--- src/rtl/linear_contrast_stretch_unit_assert.svh ---
// ----------------------------------------------------------------------------
// linear contrast stretch unit assertion macros
// shared property wrappers, clocked on clk_i and disabled during reset
// ----------------------------------------------------------------------------
`ifndef LINEAR_CONTRAST_STRETCH_UNIT_ASSERT_SVH
`define LINEAR_CONTRAST_STRETCH_UNIT_ASSERT_SVH

// same-cycle implication
`define LCS_ASSERT_IMP(lbl, ante, cons) \
  lbl: assert property (@(posedge clk_i) disable iff (!rst_ni) (ante) |-> (cons)) \
    else $error("lcs same-cycle check failed");

// next-cycle implication
`define LCS_ASSERT_NXT(lbl, ante, cons) \
  lbl: assert property (@(posedge clk_i) disable iff (!rst_ni) (ante) |=> (cons)) \
    else $error("lcs next-cycle check failed");

`endif

--- src/rtl/lcs_pkg.sv ---
// ----------------------------------------------------------------------------
// lcs_pkg
// shared types and constants of the linear contrast stretch unit
// ----------------------------------------------------------------------------
package lcs_pkg;

  // full-scale gray level, low byte seeds the running minimum
  localparam int unsigned PixelMax = 255;
  localparam logic [7:0] StatMinReset = 8'(PixelMax);

  // job field widths
  localparam int unsigned NumW  = 21;
  localparam int unsigned SpanW = 10;
  localparam int unsigned QuoW  = 8;
  localparam int unsigned CntW  = $clog2(QuoW);

  typedef enum logic [1:0] {
    CmdClear   = 2'd0,
    CmdMeasure = 2'd1,
    CmdMap     = 2'd2
  } lcs_cmd_e;

  // configuration register indexes
  localparam logic [1:0] RegOutHigh = 2'd0;
  localparam logic [1:0] RegOutLow  = 2'd1;
  localparam logic [1:0] RegInHigh  = 2'd2;
  localparam logic [1:0] RegInLow   = 2'd3;

  // input bound code that selects the measured statistic
  localparam logic signed [8:0] BoundAuto = -9'sd1;

  typedef struct packed {
    logic [7:0]        out_high;
    logic [7:0]        out_low;
    logic signed [8:0] in_high;
    logic signed [8:0] in_low;
  } lcs_cfg_t;

  // one map job between front and back
  typedef struct packed {
    logic                    direct;      // equal bounds, result known
    logic [7:0]              direct_val;
    logic signed [NumW-1:0]  num;         // 2*(uh-ul)*(p-tl) + (2*ul+1)*d
    logic signed [SpanW-1:0] span;        // d = hi - lo
  } lcs_job_t;

endpackage

--- src/rtl/linear_contrast_stretch_unit.sv ---
// ----------------------------------------------------------------------------
// linear_contrast_stretch_unit
// min/max contrast stretch of 8-bit gray pixels with clamped output levels
// ----------------------------------------------------------------------------
//  channel  direction  handshake               payload
//  in       sink       in_valid_i/in_stall_o    command_i, pixel_in_i
//  out      source     out_valid_o/out_stall_i  pixel_out_o
//  cfg      sink       cfg_valid_i/cfg_ready_o  cfg_index_i, cfg_data_i
//
//  clear and measure transactions pass through the front and give no result
//  a map transaction passes the front stages (bounds, then the two products),
//  then the back: pop, magnitude/range check, eight restoring divide steps,
//  clamp; the serial divider finishes one map before it takes the next, and
//  skips the divide steps when bounds are equal or the quotient magnitude passes 255
//  reset clears the statistics (max 0, min 255), the queue, the stage valids
//  and the output valid, and loads the register reset values
//  a stall on the out channel holds the result register; the queue keeps
//  the front taking transactions until it fills
// ----------------------------------------------------------------------------
`include "linear_contrast_stretch_unit_assert.svh"

module linear_contrast_stretch_unit
  import lcs_pkg::*;
#(
  parameter int unsigned QUEUE_DEPTH = 2
) (
  input  logic       clk_i,
  input  logic       rst_ni,
  // pixel commands
  input  logic       in_valid_i,
  output logic       in_stall_o,
  input  logic [1:0] command_i,
  input  logic [7:0] pixel_in_i,
  // mapped pixels
  output logic       out_valid_o,
  input  logic       out_stall_i,
  output logic [7:0] pixel_out_o,
  // register writes
  input  logic       cfg_valid_i,
  output logic       cfg_ready_o,
  input  logic [1:0] cfg_index_i,
  input  logic [8:0] cfg_data_i
);

  lcs_cfg_t cfg_q;
  logic     cfg_we;

  // queue handshake between front and back
  logic     q_push, q_pop, q_full, q_empty;
  lcs_job_t q_wdata, q_rdata;

  // writes land at any time; the host is to write only while the unit is idle, which the block does not enforce
  assign cfg_ready_o = 1'b1;
  assign cfg_we      = cfg_valid_i && cfg_ready_o;

  always_ff @(posedge clk_i or negedge rst_ni) begin
    if (!rst_ni) begin
      cfg_q.out_high <= 8'd255;
      cfg_q.out_low  <= 8'd0;
      cfg_q.in_high  <= BoundAuto;
      cfg_q.in_low   <= BoundAuto;
    end else if (cfg_we) begin
      case (cfg_index_i)
        RegOutHigh: cfg_q.out_high <= cfg_data_i[7:0];
        RegOutLow:  cfg_q.out_low  <= cfg_data_i[7:0];
        RegInHigh:  cfg_q.in_high  <= $signed(cfg_data_i);
        RegInLow:   cfg_q.in_low   <= $signed(cfg_data_i);
        default: ;
      endcase
    end
  end

  // front: statistics and job setup
  lcs_front u_front (
    .clk_i      (clk_i),
    .rst_ni     (rst_ni),
    .cfg_i      (cfg_q),
    .in_valid_i (in_valid_i),
    .in_stall_o (in_stall_o),
    .command_i  (command_i),
    .pixel_in_i (pixel_in_i),
    .push_o     (q_push),
    .job_o      (q_wdata),
    .full_i     (q_full)
  );

  // decoupling queue
  lcs_fifo #(
    .Depth (QUEUE_DEPTH)
  ) u_queue (
    .clk_i   (clk_i),
    .rst_ni  (rst_ni),
    .push_i  (q_push),
    .data_i  (q_wdata),
    .full_o  (q_full),
    .pop_i   (q_pop),
    .data_o  (q_rdata),
    .empty_o (q_empty)
  );

  // back: divide, round, clamp
  lcs_back u_back (
    .clk_i       (clk_i),
    .rst_ni      (rst_ni),
    .cfg_i       (cfg_q),
    .empty_i     (q_empty),
    .pop_o       (q_pop),
    .job_i       (q_rdata),
    .out_valid_o (out_valid_o),
    .out_stall_i (out_stall_i),
    .pixel_out_o (pixel_out_o)
  );

  // queue never written when full or read when empty
  `LCS_ASSERT_IMP(a_queue_no_overflow, q_push, !q_full)
  `LCS_ASSERT_IMP(a_queue_no_underflow, q_pop, !q_empty)
  // the back works on one job before taking another
  `LCS_ASSERT_NXT(a_back_single_job, q_pop, !q_pop)

endmodule

--- src/rtl/lcs_fifo.sv ---
// ----------------------------------------------------------------------------
// lcs_fifo
// small job queue between the front and the back
// ----------------------------------------------------------------------------
module lcs_fifo
  import lcs_pkg::*;
#(
  parameter int unsigned Depth = 2
) (
  input  logic     clk_i,
  input  logic     rst_ni,
  input  logic     push_i,
  input  lcs_job_t data_i,
  output logic     full_o,
  input  logic     pop_i,
  output lcs_job_t data_o,
  output logic     empty_o
);

  localparam int unsigned PtrW = (Depth > 1) ? $clog2(Depth) : 1;
  localparam int unsigned CntW2 = $clog2(Depth + 1);
  localparam logic [PtrW-1:0] LastPtr = PtrW'(Depth - 1);
  localparam logic [CntW2-1:0] FullCnt = CntW2'(Depth);

  lcs_job_t mem_q [Depth];
  logic [PtrW-1:0]  wr_ptr_q, wr_ptr_d, rd_ptr_q, rd_ptr_d;
  logic [CntW2-1:0] cnt_q, cnt_d;

  assign full_o  = (cnt_q == FullCnt);
  assign empty_o = (cnt_q == '0);
  assign data_o  = mem_q[rd_ptr_q];

  always_comb begin
    wr_ptr_d = wr_ptr_q;
    rd_ptr_d = rd_ptr_q;
    cnt_d    = cnt_q;
    if (push_i) begin
      wr_ptr_d = (wr_ptr_q == LastPtr) ? '0 : wr_ptr_q + 1'b1;
    end
    if (pop_i) begin
      rd_ptr_d = (rd_ptr_q == LastPtr) ? '0 : rd_ptr_q + 1'b1;
    end
    if (push_i && !pop_i) begin
      cnt_d = cnt_q + 1'b1;
    end else if (pop_i && !push_i) begin
      cnt_d = cnt_q - 1'b1;
    end
  end

  always_ff @(posedge clk_i or negedge rst_ni) begin
    if (!rst_ni) begin
      wr_ptr_q <= '0;
      rd_ptr_q <= '0;
      cnt_q    <= '0;
    end else begin
      wr_ptr_q <= wr_ptr_d;
      rd_ptr_q <= rd_ptr_d;
      cnt_q    <= cnt_d;
    end
  end

  always_ff @(posedge clk_i) begin
    if (push_i) begin
      mem_q[wr_ptr_q] <= data_i;
    end
  end

endmodule

--- src/rtl/lcs_front.sv ---
// ----------------------------------------------------------------------------
// lcs_front
// accepts commands, keeps running min/max, builds map jobs in two stages
// ----------------------------------------------------------------------------
module lcs_front
  import lcs_pkg::*;
(
  input  logic       clk_i,
  input  logic       rst_ni,
  input  lcs_cfg_t   cfg_i,
  input  logic       in_valid_i,
  output logic       in_stall_o,
  input  logic [1:0] command_i,
  input  logic [7:0] pixel_in_i,
  output logic       push_o,
  output lcs_job_t   job_o,
  input  logic       full_i
);

  logic [7:0] max_q, min_q;

  // stage a: resolved bounds and differences
  logic                    a_valid_q;
  logic                    a_direct_q;
  logic [7:0]              a_dval_q;
  logic signed [8:0]       a_dh_q;
  logic signed [9:0]       a_pt_q;
  logic signed [9:0]       a_m2_q;
  logic signed [SpanW-1:0] a_span_q;

  // stage b: products
  logic                    b_valid_q;
  logic                    b_direct_q;
  logic [7:0]              b_dval_q;
  logic signed [18:0]      b_p1_q;
  logic signed [19:0]      b_p2_q;
  logic signed [SpanW-1:0] b_span_q;

  logic                    accept, a_adv, b_free;
  logic signed [8:0]       th, tl;
  logic signed [SpanW-1:0] span;
  logic signed [9:0]       pt;
  logic signed [8:0]       dh;
  logic signed [18:0]      p1;
  logic signed [19:0]      p2;

  assign push_o     = b_valid_q && !full_i;
  assign b_free     = !b_valid_q || push_o;
  assign a_adv      = a_valid_q && b_free;
  assign in_stall_o = a_valid_q && !a_adv;
  assign accept     = in_valid_i && !in_stall_o;

  always_comb begin
    th   = (cfg_i.in_high == BoundAuto) ? $signed({1'b0, max_q}) : cfg_i.in_high;
    tl   = (cfg_i.in_low == BoundAuto) ? $signed({1'b0, min_q}) : cfg_i.in_low;
    span = $signed({th[8], th}) - $signed({tl[8], tl});
    pt   = $signed({2'b00, pixel_in_i}) - $signed({tl[8], tl});
    dh   = $signed({1'b0, cfg_i.out_high}) - $signed({1'b0, cfg_i.out_low});
    p1   = $signed({{10{a_dh_q[8]}}, a_dh_q}) * $signed({{9{a_pt_q[9]}}, a_pt_q});
    p2   = $signed({{10{a_m2_q[9]}}, a_m2_q}) * $signed({{10{a_span_q[9]}}, a_span_q});
  end

  always_comb begin
    job_o.direct     = b_direct_q;
    job_o.direct_val = b_dval_q;
    job_o.num        = $signed({b_p1_q[18], b_p1_q, 1'b0}) + $signed({b_p2_q[19], b_p2_q});
    job_o.span       = b_span_q;
  end

  // running statistics
  always_ff @(posedge clk_i or negedge rst_ni) begin
    if (!rst_ni) begin
      max_q <= '0;
      min_q <= StatMinReset;
    end else if (accept) begin
      case (lcs_cmd_e'(command_i))
        CmdClear: begin
          max_q <= '0;
          min_q <= StatMinReset;
        end
        CmdMeasure: begin
          if (pixel_in_i > max_q) max_q <= pixel_in_i;
          if (pixel_in_i < min_q) min_q <= pixel_in_i;
        end
        default: ;
      endcase
    end
  end

  always_ff @(posedge clk_i or negedge rst_ni) begin
    if (!rst_ni) begin
      a_valid_q <= 1'b0;
      b_valid_q <= 1'b0;
    end else begin
      if (accept && (command_i == CmdMap)) begin
        a_valid_q <= 1'b1;
      end else if (a_adv) begin
        a_valid_q <= 1'b0;
      end
      if (a_adv) begin
        b_valid_q <= 1'b1;
      end else if (push_o) begin
        b_valid_q <= 1'b0;
      end
    end
  end

  always_ff @(posedge clk_i) begin
    if (accept) begin
      a_direct_q <= (span == '0);
      a_dval_q   <= (pt > 0) ? cfg_i.out_high : cfg_i.out_low;
      a_dh_q     <= dh;
      a_pt_q     <= pt;
      a_m2_q     <= $signed({1'b0, cfg_i.out_low, 1'b1});
      a_span_q   <= span;
    end
    if (a_adv) begin
      b_direct_q <= a_direct_q;
      b_dval_q   <= a_dval_q;
      b_p1_q     <= p1;
      b_p2_q     <= p2;
      b_span_q   <= a_span_q;
    end
  end

endmodule

--- src/rtl/lcs_back.sv ---
// ----------------------------------------------------------------------------
// lcs_back
// serial divider, rounding and clamp, output register
// ----------------------------------------------------------------------------
module lcs_back
  import lcs_pkg::*;
(
  input  logic       clk_i,
  input  logic       rst_ni,
  input  lcs_cfg_t   cfg_i,
  input  logic       empty_i,
  output logic       pop_o,
  input  lcs_job_t   job_i,
  output logic       out_valid_o,
  input  logic       out_stall_i,
  output logic [7:0] pixel_out_o
);

  localparam logic [1:0] StIdle = 2'd0;
  localparam logic [1:0] StCalc = 2'd1;
  localparam logic [1:0] StDiv  = 2'd2;
  localparam logic [1:0] StFin  = 2'd3;

  logic [1:0]      state_q, state_d;
  lcs_job_t        job_q;
  logic [9:0]      rem_q, den_q;
  logic [7:0]      low_q;
  logic [QuoW-1:0] quo_q;
  logic            neg_q;
  logic [CntW-1:0] cnt_q;
  logic            out_valid_q;
  logic [7:0]      out_q;

  logic [NumW-1:0]  num_neg;
  logic [19:0]      anum;
  logic [SpanW-1:0] span_neg;
  logic [8:0]       aspan;
  logic             sat;
  logic [10:0]      trial;
  logic             take;
  logic signed [9:0] w;
  logic [7:0]       res;
  logic             out_free, fin_go;

  assign pop_o       = (state_q == StIdle) && !empty_i;
  assign out_free    = !out_valid_q || !out_stall_i;
  assign fin_go      = (state_q == StFin) && out_free;
  assign out_valid_o = out_valid_q;
  assign pixel_out_o = out_q;

  // magnitudes and quotient range check
  always_comb begin
    num_neg  = -job_q.num;
    anum     = job_q.num[NumW-1] ? num_neg[19:0] : job_q.num[19:0];
    span_neg = -job_q.span;
    aspan    = job_q.span[SpanW-1] ? span_neg[8:0] : job_q.span[8:0];
    sat      = anum >= {2'b00, aspan, 9'b0};
  end

  // one restoring step
  always_comb begin
    trial = {rem_q, low_q[7]};
    take  = trial >= {1'b0, den_q};
  end

  // sign, then clamp high before low
  always_comb begin
    w = neg_q ? -$signed({2'b00, quo_q}) : $signed({2'b00, quo_q});
    if (job_q.direct) begin
      res = job_q.direct_val;
    end else if (sat) begin
      res = neg_q ? cfg_i.out_low : cfg_i.out_high;
    end else if (w > $signed({2'b00, cfg_i.out_high})) begin
      res = cfg_i.out_high;
    end else if (w < $signed({2'b00, cfg_i.out_low})) begin
      res = cfg_i.out_low;
    end else begin
      res = w[7:0];
    end
  end

  always_comb begin
    state_d = state_q;
    case (state_q)
      StIdle: if (pop_o) state_d = StCalc;
      StCalc: state_d = (job_q.direct || sat) ? StFin : StDiv;
      StDiv:  if (cnt_q == '0) state_d = StFin;
      StFin:  if (out_free) state_d = StIdle;
      default: state_d = StIdle;
    endcase
  end

  always_ff @(posedge clk_i or negedge rst_ni) begin
    if (!rst_ni) begin
      state_q     <= StIdle;
      out_valid_q <= 1'b0;
    end else begin
      state_q <= state_d;
      if (fin_go) begin
        out_valid_q <= 1'b1;
      end else if (!out_stall_i) begin
        out_valid_q <= 1'b0;
      end
    end
  end

  always_ff @(posedge clk_i) begin
    if (pop_o) begin
      job_q <= job_i;
    end
    case (state_q)
      StCalc: begin
        rem_q <= anum[17:8];
        low_q <= anum[7:0];
        den_q <= {aspan, 1'b0};
        neg_q <= job_q.num[NumW-1] ^ job_q.span[SpanW-1];
        quo_q <= '0;
        cnt_q <= CntW'(QuoW - 1);
      end
      StDiv: begin
        rem_q <= take ? 10'(trial - {1'b0, den_q}) : trial[9:0];
        quo_q <= {quo_q[QuoW-2:0], take};
        low_q <= {low_q[6:0], 1'b0};
        cnt_q <= cnt_q - 1'b1;
      end
      default: ;
    endcase
    if (fin_go) begin
      out_q <= res;
    end
  end

endmodule

--- config.mk ---
export PLATFORM = sky130hd
export DESIGN_NAME = linear_contrast_stretch_unit
export DESIGN_NICKNAME = d
export VERILOG_FILES = /design/src/rtl/lcs_pkg.sv /design/src/rtl/linear_contrast_stretch_unit.sv /design/src/rtl/lcs_fifo.sv /design/src/rtl/lcs_front.sv /design/src/rtl/lcs_back.sv
export VERILOG_INCLUDE_DIRS = /design/src /design/src/rtl
export SDC_FILE = /design/constraint.sdc
export NUM_CORES = 1
export LEC_CHECK = 0
export BUFFER_PORTS_ARGS = -buffer_cell sky130_fd_sc_hd__clkbuf_2
export CORE_ASPECT_RATIO = 1.4
export CORE_MARGIN = 2
export CORE_UTILIZATION = 24
export CTS_BUF_LIST = sky130_fd_sc_hd__clkbuf_8
export DETAILED_ROUTE_END_ITERATION = 12
export PLACE_DENSITY_LB_ADDON = 0.08
export SYNTH_ARGS = -nofsm -noshare
export SYNTH_HDL_FRONTEND = slang
export SYNTH_SLANG_ARGS = --single-unit
--- constraint.sdc ---
create_clock -name clk_i -period 5.7 [get_ports clk_i]
set_input_delay 0.57 -clock clk_i [delete_from_list [all_inputs] [get_ports clk_i]]
set_output_delay 0.57 -clock clk_i [all_outputs]
set_load 0.05 [all_outputs]
# Word-level counts from Yosys, hierarchy flattened
# Memory sizes are Yosys's and may differ from the RTL's. A register that Yosys moved wholly into a read port is not among the register bits.
# Index checks and enable logic that the tools add are counted.
# totals
reg_bits,210
ramBits,80
input_bits,26
word_cells,148
n_memories,1
# op_classes
addsub,13
n_mul,2
order_cmp,7
n_eq_ne,17
mux,37
bitwise_logic,1
reduce_logical,39
# memory_table
name,depth,word_bits,rd,rd_clocked_by_memory_dff,wr,line,text
u_queue.mem_q,2,40,1,1,1,lcs_fifo.sv:25,lcs_job_t mem_q [Depth];
# ops
cell,n
8-bit two-way mux,8
8-bit one-hot mux with 2 select lines,4
9-bit two-way mux,3
20-bit by 20-bit adder with 21-bit output,1
20-bit by 18-bit greater-or-equal comparator with 1-bit output,1
10-bit by 10-bit multiplier with 20-bit output,1
10-bit two-way mux,2
20-bit two-way mux,1
20-bit negation,1
10-bit one-hot mux with 2 select lines,1
9-bit by 9-bit subtractor with 10-bit output,2
9-bit by 10-bit multiplier with 19-bit output,1
"9-bit by 1-bit equality test with 1-bit output, second input constant",2
"2-bit equality test, second input constant",6
11-bit by 10-bit greater-or-equal comparator with 1-bit output,1
1-bit two-way mux,11
"10-bit by 1-bit greater-than comparator with 1-bit output, second input constant",1
10-bit by 9-bit greater-than comparator with 1-bit output,1
10-bit logical NOT,1
10-bit by 9-bit < comparator with 1-bit output,1
2-bit two-way mux,5
"2-bit by 1-bit != test with 1-bit output, second input constant",5
8-bit negation with 10-bit output,1
2-bit nonzero test,5
21 further kinds,50

# Depth between registers and ports, before layout
# logic_depth
ltp_word,11
ltp_mapped,21

# By module
# From an unflattened synthesis, not the netlist that was laid out.
# hier_totals
cells_unflattened,1947
area_unflattened_um2,22974.5
# modules_own_cells
module,n_inst,cells_each,area_each_um2
lcs_front,1,1236,12826.1
lcs_back,1,496,5542.8
lcs_fifo,1,141,3276.9
linear_contrast_stretch_unit,1,74,1328.8

# Least setup slack after synthesis
# No wires, ideal clock.
# synth_timing
path_kind,reg-to-reg
startpoint,register u_front.a_m2_q[1]
endpoint,register u_front.b_p2_q[19] (data pin)
setup_ns,0.260
arrival_ns,4.872
required_time_ns,5.440
slack_ns,0.568
path_stages_with_launch,17
synth_period_minus_slack_ns,5.132
cell_sequence,edfxtp_1 -> nand2b_1 -> fa_1 -> inv_1 -> fa_1 -> fa_1 -> fa_1 -> fa_1 -> ha_1 -> a21o_1 -> a21o_1 -> a21oi_1 -> o21ai_0 -> a2111oi_0 -> o21bai_1 -> a21oi_1 -> xnor2_1
# synth_via
elab_chain_cells,1
# synth_rtl
item,line,text
"start, declared",lcs_front.sv:28,logic signed [9:0] a_m2_q;
"start signal, assigned",lcs_front.sv:114,"a_m2_q <= $signed({1'b0, cfg_i.out_low, 1'b1});"
10-bit by 10-bit multiplier with 20-bit output,lcs_front.sv:60,"p2 = $signed({{10{a_m2_q[9]}}, a_m2_q}) * $signed({{10{a_span_q[9]}}, a_span_q});"
named net u_front.p2[19],lcs_front.sv:45,logic signed [19:0] p2;
"end signal, assigned",lcs_front.sv:121,b_p2_q <= p2;
"end, declared",lcs_front.sv:36,logic signed [19:0] b_p2_q;
# The timed path passes the listed nets, and every way through them passes these cells.
# A chain may end at the register's enable or synchronous reset.

# Worst setup path in the final report
# layout_timing
startpoint,register u_front.a_m2_q[2]
endpoint,register u_front.b_p2_q[19] (data pin)
# The elaborated chain is that of the path after synthesis.

==> run_results.csv <==
group,metric,value,unit
yosys,synth_nets,2318,
setup_path,crit_top_cell,"fa_1",
hold_path,hold_path.class,"in2async",
setup_path,r2r-start,"u_front.a_m2_q[2]",
clocking,cts-root-buf,"clkbuf_8",
clocking,clock_path_buffers,3,
floorplan,die_x,262.8,µm
drt,route.vias.total,14466,
clocking,holdBufCountCts,0,
clocking,htreeDepth,3,
yosys,synth.area.mux_share,4.888,%
setup_path,crit_chain,"nand2_1 > fa_1 > inv_1 > fa_1 > fa_1 > fa_1 > fa_1 > ha_1 > a21o_1 > a21o_1 > a21oi_1 > o21ai_0 > a2111oi_2 > o21bai_1 > a21oi_1 > xnor2_1",
drt,via_per_inst,4.357,
drt,drc_errors,0,
floorplan,core-area,0.09265,mm²
setup_path,startpoint_type,"register",
yosys,synth_compound_area_share,8.581,%
setup_path,critPathMaxFanout,10,
final_layout,multi_input_area,0.01180,mm²
final_layout,final_layout_size_suffix_gt1_share,14.91,%
sta,period_needed,5.362,ns
drt,drt_iter0_drc,542,
clocking,cts-buffers-inserted,66,
setup_path,cp-end-kind,"register",
sta,hold_viol_final,0,
final_layout,final_cell_mix,"285 x inv_1, 267 x edfxtp_1, 208 x ha_1, 145 x nand2_1, 136 x fa_1",
yosys,synthArstFlopShare,18.10,%
drt,drt.antenna.violating_nets,0,
setup_path,critPathMaxStageDelay,0.56,ns
yosys,yosysUniqueCellTypes,81,
grt,antenna_found_initial,6,
yosys,synth-xor-area-share,4.199,%
setup_path,crit_required,6.08,ns
setup_path,cp_slowest_cell,"edfxtp_1",
yosys,synthSimpleGateAreaFrac,10.87,%
clocking,cts_tree,"done",
setup_path,crit_family,"adder cells",
sta,rsz0062_at_grt,"false",
job,maxCapViolCount,0,
setup_path,r2r_setup_slack,0.34,ns
setup_path,rr_endpoint,"u_front.b_p2_q[19]",
final_layout,fillCellCount,9667,
floorplan,num_io_pins,37,
sta,fin_setup_tns,0,ns
final_layout,final_common_cell,"inv_1",
final_layout,syn_to_final_growth,14.68,%
final_layout,fin_nets,2430,
sta,tightest_slew,1.139,ns
yosys,ys_warn_count,0,
final_layout,regArea,0.009538,mm²
grt,grt_pass1_vias,15561,
sta,slew_viol_final,0,
floorplan,start_util,24.28,%
setup_path,worstSetupPathType,"reg2reg",
yosys,synth_top_family_by_area,"adder cells",
sta,maxSlewHeadroom,23.91,%
placement,port_buffers,35,
yosys,avgSynthCellArea,11.56,µm²
placement,place.detailed.hpwl,48330,µm
yosys,synth-seq-area-share,42.39,%
drt,routedWlPerCell,18.69,µm
yosys,ys_ff_latch,326,
yosys,synthAdderAreaFrac,23.73,%
setup_path,rr_worst_depth,16,
sta,setup_viol,0,
floorplan,std_cell_rows,132,
clocking,clock_sinks,326,
setup_path,crit_buf_inv,1,
grt,grt_pass1_wl,93740,µm
sta,post-route-period-util,94.07,%
floorplan,dieArea,0.09624,mm²
status,status,"finished clean",
drt,drtPass1Iterations,6,
yosys,syn_area,0.02250,mm²
drt,wl,62040,µm
yosys,synth_cells,1947,
sta,fmax,186.5,MHz
sta,fin_skew,0.04336,ns
grt,grt_use_total,12.94,%
setup_path,cp_data_arrival_time,5.75,ns
yosys,synth_enable_flop_cells,267,
clocking,insertion_delay,0.67,ns
clocking,clk_pin_slew_worst_paths,0.06,ns
grt,grt_start_max_net_pins,60,
floorplan,die_h,366.3,µm
grt,overflow,0,
yosys,synth_ff_type,"edfxtp_1",
placement,place_congestion,0.7642,
-- per-layer routing --
layer	vias to the layer above	GRT usage, %	wire length, µm
met5	-	0	0
met4	0	4.819	1841
met3	100	2.010	1892
met2	226	24.76	33890
met1	7144	14.23	24410
li1	6996	-	-
-- cells in the mapped netlist, drive strengths merged, types with 5 or more instances --
master	number	area [µm²]
a2111oi	5	43.79
a211o	5	43.79
a211oi	5	37.54
a21boi	8	60.06
a21o	30	225.2
a21oi	49	245.2
a31oi	7	43.79
a32o	9	90.09
and2	90	563.0
and3	5	31.28
buf	13	72.57
clkbuf	35	131.4
dfrtp	25	625.6
dfstp	34	893.4
edfxtp	267	8018
fa	136	2723
ha	209	2615
inv	264	991.0
mux2	71	799.5
mux2i	30	300.3
nand2	145	544.3
nand2b	22	137.6
nand3	19	95.09
nand3b	6	45.04
nand4	12	75.07
nor2	69	259.0
nor2b	28	175.2
nor3	29	145.1
nor3b	5	53.80
nor4	11	83.83
o211ai	10	75.07
o21a	20	150.1
o21ai	69	345.3
o21bai	9	67.56
o31ai	11	82.58
o41ai	9	78.83
or3	16	100.1
or4	5	41.29
xnor2	83	734.5
xor2	24	210.2
-- worst max-delay path by stage --
stage / start / to / slack [ns] / cells past startpoint
finish: u_front.a_m2_q[2] / u_front.b_p2_q[19] / 0.34 / 16
global route: u_front.a_m2_q[2] / u_front.b_p2_q[19] / 0.007 / 16
CTS: u_front.a_span_q[6] / u_front.b_p2_q[19] / 0.12 / 15
detailed placement: u_front.a_span_q[6] / u_front.b_p2_q[19] / 0.16 / 15
global placement: u_front.a_m2_q[4] / u_front.b_p2_q[19] / 0.18 / 18
floorplan: u_front.a_m2_q[1] / u_front.b_p2_q[19] / 0.57 / 16
-- metrics by stage --
| stage | cell area, µm² | worst slack [ns] | hold WS (ns) | instances | utilization [%] |
|---|---|---|---|---|---|
| final | 25800 | 0.3380 | 0.1343 | 3320 | 27.85 |
| after global routing | 25800 | 0.007131 | 0.1210 | 3320 | 27.85 |
| after CTS | 25620 | 0.1167 | 0.07131 | 3297 | 27.65 |
| after detailed placement | 24260 | 0.1580 | 0.4045 | 3175 | 26.18 |
| after global placement | 24260 | 0.1848 | 0.4086 | 3175 | 26.18 |
| after floorplan | 22500 | 0.5678 | 0.2744 | 1947 | - |
-- timing repair --
action,CTS,global route
setup endpoints to repair,0,4
buffers inserted,0,22
resized for setup,0,3
-- final cells by class --
class	instances	share of cell area, %
Antenna cell	1	0.009699
Clock buffer	72	3.841
Multi-Input combinational cell	1308	45.72
Clock inverter	50	1.431
Sequential cell	326	36.97
Inverter	265	3.855
Tap cell	1206	5.849
Timing Repair Buffer	92	2.328
-- cells by family (layout without fill, tap and decap cells) --
| family | after synthesis | count (layout) |
|---|---|---|
| AND/OR/NAND/NOR | 473 | 473 |
| adder cells (fa/ha/maj) | 345 | 345 |
| flip-flops | 326 | 326 |
| buffers and inverters | 313 | 479 |
| AO/OA/AOI/OAI | 281 | 281 |
| XOR/XNOR | 107 | 107 |
| multiplexers | 101 | 101 |
| other | 1 | 2 |
-- flip-flops by register name (all words and copies together) (netlist names), 8 cells and up --
| name | count |
|---|---|
| cfg_q | 34 |
| u_front.a_dval_q | 8 |
| u_front.b_p1_q | 19 |
| u_back.pixel_out_o | 8 |
| u_front.b_dval_q | 8 |
| u_queue.mem_q | 78 |
| u_front.a_dh_q | 9 |
| u_front.a_m2_q | 8 |
| u_front.a_pt_q | 10 |
| u_back.job_q | 39 |
| u_back.low_q | 8 |
| u_back.quo_q | 8 |
| u_front.b_span_q | 10 |
| u_back.den_q | 9 |
| u_front.max_q | 8 |
| u_front.a_span_q | 10 |
| u_front.b_p2_q | 19 |
| u_front.min_q | 8 |
| u_back.rem_q | 10 |
Power is left out: the tool's default activity adds up to more than one toggle a clock period on the data nets, which glitch-free logic cannot reach.
